### config.mk
export PLATFORM = sky130hd
export DESIGN_NAME = uart_rx_ring_buffer_top
export DESIGN_NICKNAME = d
export VERILOG_FILES = /design/src/rtl/urrb_pkg.sv /design/src/rtl/urrb_mem.sv /design/src/rtl/urrb_core.sv /design/src/rtl/uart_rx_ring_buffer_top.sv
export SDC_FILE = /design/constraint.sdc
export NUM_CORES = 1
export LEC_CHECK = 0
export ABC_AREA = 1
export BUFFER_PORTS_ARGS = -buffer_cell sky130_fd_sc_hd__buf_2
export CELL_PAD_IN_SITES_DETAIL_PLACEMENT = 0
export CELL_PAD_IN_SITES_GLOBAL_PLACEMENT = 2
export CORE_MARGIN = 2
export CORE_UTILIZATION = 30
export CTS_CLUSTER_SIZE = 12
export DETAILED_ROUTE_END_ITERATION = 6
export PLACE_DENSITY = 0.59
export SYNTH_ARGS = -nofsm -noshare
export SYNTH_HDL_FRONTEND = slang
export SYNTH_SLANG_ARGS = --single-unit
### constraint.sdc
create_clock -name clk -period 3.4 [get_ports clk]
set_input_delay 1.02 -clock clk [delete_from_list [all_inputs] [get_ports clk]]
set_output_delay 1.02 -clock clk [all_outputs]
set_load 0.01 [all_outputs]
### src/rtl/urrb_pkg.sv
`default_nettype none

package urrb_pkg;

  localparam int unsigned RING_DEPTH_DEF = 64;

  localparam logic CMD_RECEIVE = 1'b0;
  localparam logic CMD_READ    = 1'b1;

  typedef struct packed {
    logic       cmd;
    logic       rx_ready;
    logic [3:0] line_errors;
    logic [7:0] rx_byte;
  } in_t;

  typedef struct packed {
    logic        got_byte;
    logic [7:0]  out_byte;
    logic [31:0] bytes_received;
    logic [31:0] line_error_total;
    logic [31:0] dropped_total;
  } out_t;

endpackage

`default_nettype wire

### src/rtl/urrb_mem.sv
`default_nettype none

module urrb_mem #(
  parameter int unsigned RING_DEPTH = urrb_pkg::RING_DEPTH_DEF,
  localparam int unsigned PW = $clog2(RING_DEPTH)
) (
  input  wire logic          clk,
  input  wire logic          wr_en,
  input  wire logic [PW-1:0] wr_addr,
  input  wire logic [7:0]    wr_data,
  input  wire logic [PW-1:0] rd_addr,
  output logic [7:0]         rd_data
);

  logic [7:0] mem [RING_DEPTH];
  logic [7:0] rd_data_r;

  always_ff @(posedge clk) begin
    if (wr_en) begin
      mem[wr_addr] <= wr_data;
    end
  end

  // pass write data through on a same-address read
  always_ff @(posedge clk) begin
    if (wr_en && (wr_addr == rd_addr)) begin
      rd_data_r <= wr_data;
    end else begin
      rd_data_r <= mem[rd_addr];
    end
  end

  assign rd_data = rd_data_r;

endmodule

`default_nettype wire

### src/rtl/urrb_core.sv
`default_nettype none

module urrb_core #(
  parameter int unsigned RING_DEPTH = urrb_pkg::RING_DEPTH_DEF,
  localparam int unsigned PW = $clog2(RING_DEPTH)
) (
  input  wire logic          clk,
  input  wire logic          rst_n,
  input  wire logic          req_vld,
  input  wire urrb_pkg::in_t req,
  input  wire logic [7:0]    rd_data,
  output logic               wr_en,
  output logic [PW-1:0]      wr_addr,
  output logic [7:0]         wr_data,
  output logic [PW-1:0]      rd_addr,
  output logic               res_vld,
  output urrb_pkg::out_t     res
);

  localparam logic [PW-1:0] LAST = PW'(RING_DEPTH - 1);

  logic [PW-1:0]  write_pos_r, write_pos_nxt;
  logic [PW-1:0]  read_pos_r, read_pos_nxt;
  logic [31:0]    stored_count_r, stored_count_nxt;
  logic [31:0]    error_count_r, error_count_nxt;
  logic [31:0]    drop_count_r, drop_count_nxt;
  logic           res_vld_r;
  urrb_pkg::out_t res_r, res_nxt;

  logic          is_rx, is_rd, rd_hit, full, drop, err;
  logic [PW-1:0] w_adv, r_adv;

  always_comb begin
    is_rx  = req_vld && (req.cmd == urrb_pkg::CMD_RECEIVE);
    is_rd  = req_vld && (req.cmd == urrb_pkg::CMD_READ);
    w_adv  = (write_pos_r == LAST) ? '0 : write_pos_r + PW'(1);
    r_adv  = (read_pos_r == LAST) ? '0 : read_pos_r + PW'(1);
    full   = (w_adv == read_pos_r);
    rd_hit = is_rd && (read_pos_r != write_pos_r);
    wr_en  = is_rx && req.rx_ready && !full;
    drop   = is_rx && req.rx_ready && full;
    err    = is_rx && (req.line_errors != 4'd0);

    write_pos_nxt    = wr_en ? w_adv : write_pos_r;
    read_pos_nxt     = rd_hit ? r_adv : read_pos_r;
    stored_count_nxt = stored_count_r + {31'd0, wr_en};
    error_count_nxt  = error_count_r + {31'd0, err};
    drop_count_nxt   = drop_count_r + {31'd0, drop};

    res_nxt.got_byte         = rd_hit;
    res_nxt.out_byte         = rd_hit ? rd_data : 8'd0;
    res_nxt.bytes_received   = stored_count_nxt;
    res_nxt.line_error_total = error_count_nxt;
    res_nxt.dropped_total    = drop_count_nxt;
  end

  assign wr_addr = write_pos_r;
  assign wr_data = req.rx_byte;
  assign rd_addr = read_pos_nxt;

  always_ff @(posedge clk) begin
    if (!rst_n) begin
      write_pos_r    <= '0;
      read_pos_r     <= '0;
      stored_count_r <= '0;
      error_count_r  <= '0;
      drop_count_r   <= '0;
      res_vld_r      <= 1'b0;
    end else begin
      write_pos_r    <= write_pos_nxt;
      read_pos_r     <= read_pos_nxt;
      stored_count_r <= stored_count_nxt;
      error_count_r  <= error_count_nxt;
      drop_count_r   <= drop_count_nxt;
      res_vld_r      <= req_vld;
    end
  end

  always_ff @(posedge clk) begin
    res_r <= res_nxt;
  end

  assign res_vld = res_vld_r;
  assign res     = res_r;

endmodule

`default_nettype wire

### src/rtl/uart_rx_ring_buffer_top.sv
`default_nettype none

// Receive byte ring with line diagnostics.
// Input: present a request on in_data with start high; it is taken at any
// edge where busy is low. busy stays low, so one request per cycle is taken.
// A request is either a receive event from the line (stores the byte when
// rx_ready is set, counts line errors, drops the byte when the ring is full)
// or a read that returns the oldest byte, or got_byte low when empty.
// Output: every request yields one result on out_data, flagged by out_strobe
// for a single cycle. Results leave in request order: the request register
// feeds the pointer/counter logic, which loads the result register; that
// register drives out_strobe and out_data. Read data comes from a memory
// with registered read, addressed ahead by the next read pointer, which
// keeps the rate at one request per cycle.
// The ring holds RING_DEPTH-1 bytes. Counters wrap at 32 bits.
// Reset clears pointers, counters and pending strobes; ring contents are kept
// but are never returned before being rewritten. No clearing pass is needed.
// The receiver takes every result as it appears.
module uart_rx_ring_buffer_top #(
  parameter int unsigned RING_DEPTH = urrb_pkg::RING_DEPTH_DEF
) (
  input  wire logic          clk,
  input  wire logic          rst_n,
  input  wire logic          start,
  output logic               busy,
  input  wire urrb_pkg::in_t in_data,
  output logic               out_strobe,
  output urrb_pkg::out_t     out_data
);

  localparam int unsigned PW = $clog2(RING_DEPTH);

  logic          req_vld_r;
  urrb_pkg::in_t req_r;
  logic          wr_en;
  logic [PW-1:0] wr_addr;
  logic [7:0]    wr_data;
  logic [PW-1:0] rd_addr;
  logic [7:0]    rd_data;

  assign busy = 1'b0;

  always_ff @(posedge clk) begin
    if (!rst_n) begin
      req_vld_r <= 1'b0;
    end else begin
      req_vld_r <= start && !busy;
    end
  end

  always_ff @(posedge clk) begin
    req_r <= in_data;
  end

  urrb_mem #(
    .RING_DEPTH(RING_DEPTH)
  ) u_mem (
    .clk     (clk),
    .wr_en   (wr_en),
    .wr_addr (wr_addr),
    .wr_data (wr_data),
    .rd_addr (rd_addr),
    .rd_data (rd_data)
  );

  urrb_core #(
    .RING_DEPTH(RING_DEPTH)
  ) u_core (
    .clk     (clk),
    .rst_n   (rst_n),
    .req_vld (req_vld_r),
    .req     (req_r),
    .rd_data (rd_data),
    .wr_en   (wr_en),
    .wr_addr (wr_addr),
    .wr_data (wr_data),
    .rd_addr (rd_addr),
    .res_vld (out_strobe),
    .res     (out_data)
  );

endmodule

`default_nettype wire
==> impl_metrics.ini <==
[cells_and_area]
area_delta_synth_final_pct = 18.2
final_util_pct = 35.8
multi_input_area_um2 = 8490
register_area_um2 = 20100
fillerInstances = 9921
final_area_um2 = 35200
drive_gt1_share_pct = 13.1
finalNetCount = 3157

[die]
rows = 115
initial_utilization_pct = 30.3
fp.dieH_um = 319
fp.coreArea_um2 = 98300
num_io_pins = 124
design.die.area_um2 = 102000
die_w_um = 319

[critical_path]
required_ns = 3.92
cp-start-kind = flip-flop
critPathKind = flip-flop to flip-flop
arrival_ns = 3.66
worstPathMaxFanout = 5
end_kind = flip-flop

[clock_tree]
clock_tree.root_cell = clkbuf_16
cts_buffers = 86
cts_tree = built
cts_sinks = 747
clkLatencyLatePin_ns = 0.63
h-tree-depth = 3
clockBufferDepth = 3
clk_pin_slew_worst_paths_ns = 0.05

[detailed_routing]
first_iter_violations = 1226
dr.pass1.iters = 5
via_count = 20888
drt-total-wl_mm = 88.9
drc_errors = 0
drtAntennaViolNets = 0
wl_per_cell_um = 19.9
via_per_inst = 4.66

[place]
portBuffers = 122
gp_congestion = 0.784
dp.final_hpwl_mm = 56.1
dpl_cell_area_um2 = 32400

[sta]
drv_slew = 0
hold_violations = 0
finalSetupViolCount = 0
grt_setup_unrepaired = false
clock_skew_ns = 0.0152
tightest_slew_ns = 1.29
setup-tns-final_ns = 0
max_freq_mhz = 318
post-route-min-period_ns = 3.15
post-route-period-util_pct = 92.5
max_slew_margin_pct = 14.0

[grt]
grt_start_max_net_pins = 167
grt_antenna_before_repair = 0
track_usage_pct = 17.4
grt_pass1_wl_mm = 134
grt_pass1_vias = 20980
gr-total-overflow = 0

[power_and_ir_drop]
total_power_mw = 19.8
internal_power_mw = 15.4
power.combinational.fraction_pct = 5.0
p_seq_share_pct = 49.5
p_clk_share_pct = 45.6
ir_drop_mv = 0.304
powerDensity_nw_per_um2 = 563
p_switching_mw = 4.39
leakage_nw = 13.5
switching_share_pct = 22.2

[synth]
syn_nets = 2961
synth_seq_cells = 747
synth_area_per_cell_um2 = 10.1
synth_seq_area_share_pct = 67.5
synth.cell_area_um2 = 29700
yosys.area.top_type = edfxtp_1
synthesis.instances = 2936
ys_warn_count = 0
yosys-top-cells-area = edfxtp_1 (52%), dfxtp_1 (16%), nand2_1 (12%)
synth_cell_type_count = 40
synth_top_area_share_pct = 51.7

[outcome]
status = finished, final reports clean

[job]
maxCapViolations = 0

[hold_path]
hold_class = flip-flop to flip-flop
## power by group through the flow
stage / Sequential (mW) / Combinational [mW] / Clock (mW)
global placement: 9.99 / 1.01 / 0
CTS: 9.79 / 1.02 / 9.32
finish: 9.79 / 0.982 / 9.02
floorplan: 9.98 / 0.593 / 0
global route: 9.79 / 1.10 / 9.66
detailed placement: 9.99 / 1.01 / 0
## worst max-delay path, cell delays in order (launching register included)
cell and delay (ns):
dfxtp_1 0.33, ha_2 0.21, nand3_2 0.12, inv_1 0.11, nand2_1 0.12, nand3_1 0.14, nand2_1 0.06, nand2_1 0.08
nor2_2 0.06, nand2_4 0.07, nand2_4 0.07, inv_6 0.05, ha_2 0.19, ha_1 0.18, nand2_1 0.07, inv_1 0.12
nand2_4 0.10, nor2_4 0.10, inv_1 0.11, nor2_4 0.13, nand2_1 0.09, nor2_1 0.11, nand2_1 0.11, xnor2_2 0.16
and2_1 0.14
## final timing paths
check / start / slack (ns) / cells after the start / endpoint
min: req_vld_r / 0.47 / 2 / u_core.res_vld
max reg2reg: u_core.wr_addr[0] / 0.25 / 24 / u_core.stored_count_r[18]
min reg2reg: req_vld_r / 0.47 / 2 / u_core.res_vld
max: u_core.wr_addr[0] / 0.25 / 24 / u_core.stored_count_r[18]
## area by class of cell
type                    count  share of cell area [%]
clock inverters            21                   0.644
repair buffers            239                    4.52
diodes                      1                 0.00712
inverters                 172                    1.88
well taps                1287                    4.58
flip-flops and latches    747                    57.2
multi-input cells        1886                    24.1
clock buffers             128                    7.09
## layout by cell type (no fill, tap or decap), types with 4 or more instances in the layout
cell / n
a21oi_1: 69
and2_1: 5
buf_12: 8
buf_2: 122
buf_4: 109
bufinv_16: 5
clkbuf_1: 27
clkbuf_16: 90
clkbuf_8: 9
clkinv_1: 7
clkinv_2: 8
dfxtp_1: 223
dfxtp_2: 10
edfxtp_1: 512
ha_1: 6
inv_1: 164
inv_2: 4
nand2_1: 920
nand2_4: 11
nand3_1: 489
nand3b_1: 6
nand4_1: 26
nor2_1: 200
nor3_1: 54
nor3_2: 7
nor4_1: 6
o21ai_0: 10
o22ai_1: 5
or2_2: 14
xnor2_1: 6
xor2_1: 25
## registers in the layout, indices dropped and copies added, names as in the netlist, named ones only
signal / flops
u_mem.mem: 512
u_core.res: 105
u_core.drop_count_r: 32
u_core.error_count_r: 32
u_core.stored_count_r: 32
req_r: 14
u_core.read_pos_r: 6
u_core.wr_addr: 6
req_vld_r: 1
u_core.res_vld: 1
## layer usage
layer  track usage [%]  vias to the layer above  share of wire [%]
li1                  -                    10284                  -
met1              23.3                    10125                 46
met2              29.3                      375                 49
met3              2.35                      104                3.8
met4              4.77                        0                2.0
met5                 0                        -                  0
## logic make-up after synthesis
group                    share of synthesized area (%)
AO/OA/AOI/OAI                                     1.62
flip-flops                                        67.5
adder cells (fa/ha/maj)                          0.337
buffers and inverters                             4.08
XOR/XNOR                                         0.942
other                                           0.0126
AND/OR/NAND/NOR                                   25.5
## Yosys cell counts, drive strengths merged
cell and n:
and2 5, a211oi 2, or3 2, xnor2 7, nor2 206, edfxtp 512
nor4 6, nand4 26, nand3 492, inv 172, nor3 61, ha 8
or2 15, clkbuf 66, xor2 25, dfxtp 235, nor3b 3, conb 1
a31oi 1, nand2 931, o21ai 12, nand3b 6, o22ai 5, a21oi 69
o31ai 2, a21o 1, buf 65
## what timing repair did
action                                 in CTS  in global routing
resized for setup                           0                  8
setup endpoints to repair                   0                  5
buffers inserted                            0                  0
endpoints found under the hold margin       0                  0
hold buffers                                0                  0
## metrics by stage
stage               setup WS, ns  hold slack (ns)  instances
global route             0.00659            0.468       4480
finish                     0.254            0.466       4481
CTS                        0.174            0.447       4480
detailed placement         0.216            0.460       4331
floorplan                  0.456            0.434       2936
global placement           0.270            0.454       4331
No activity file was read; power rests on OpenSTA's default activity.
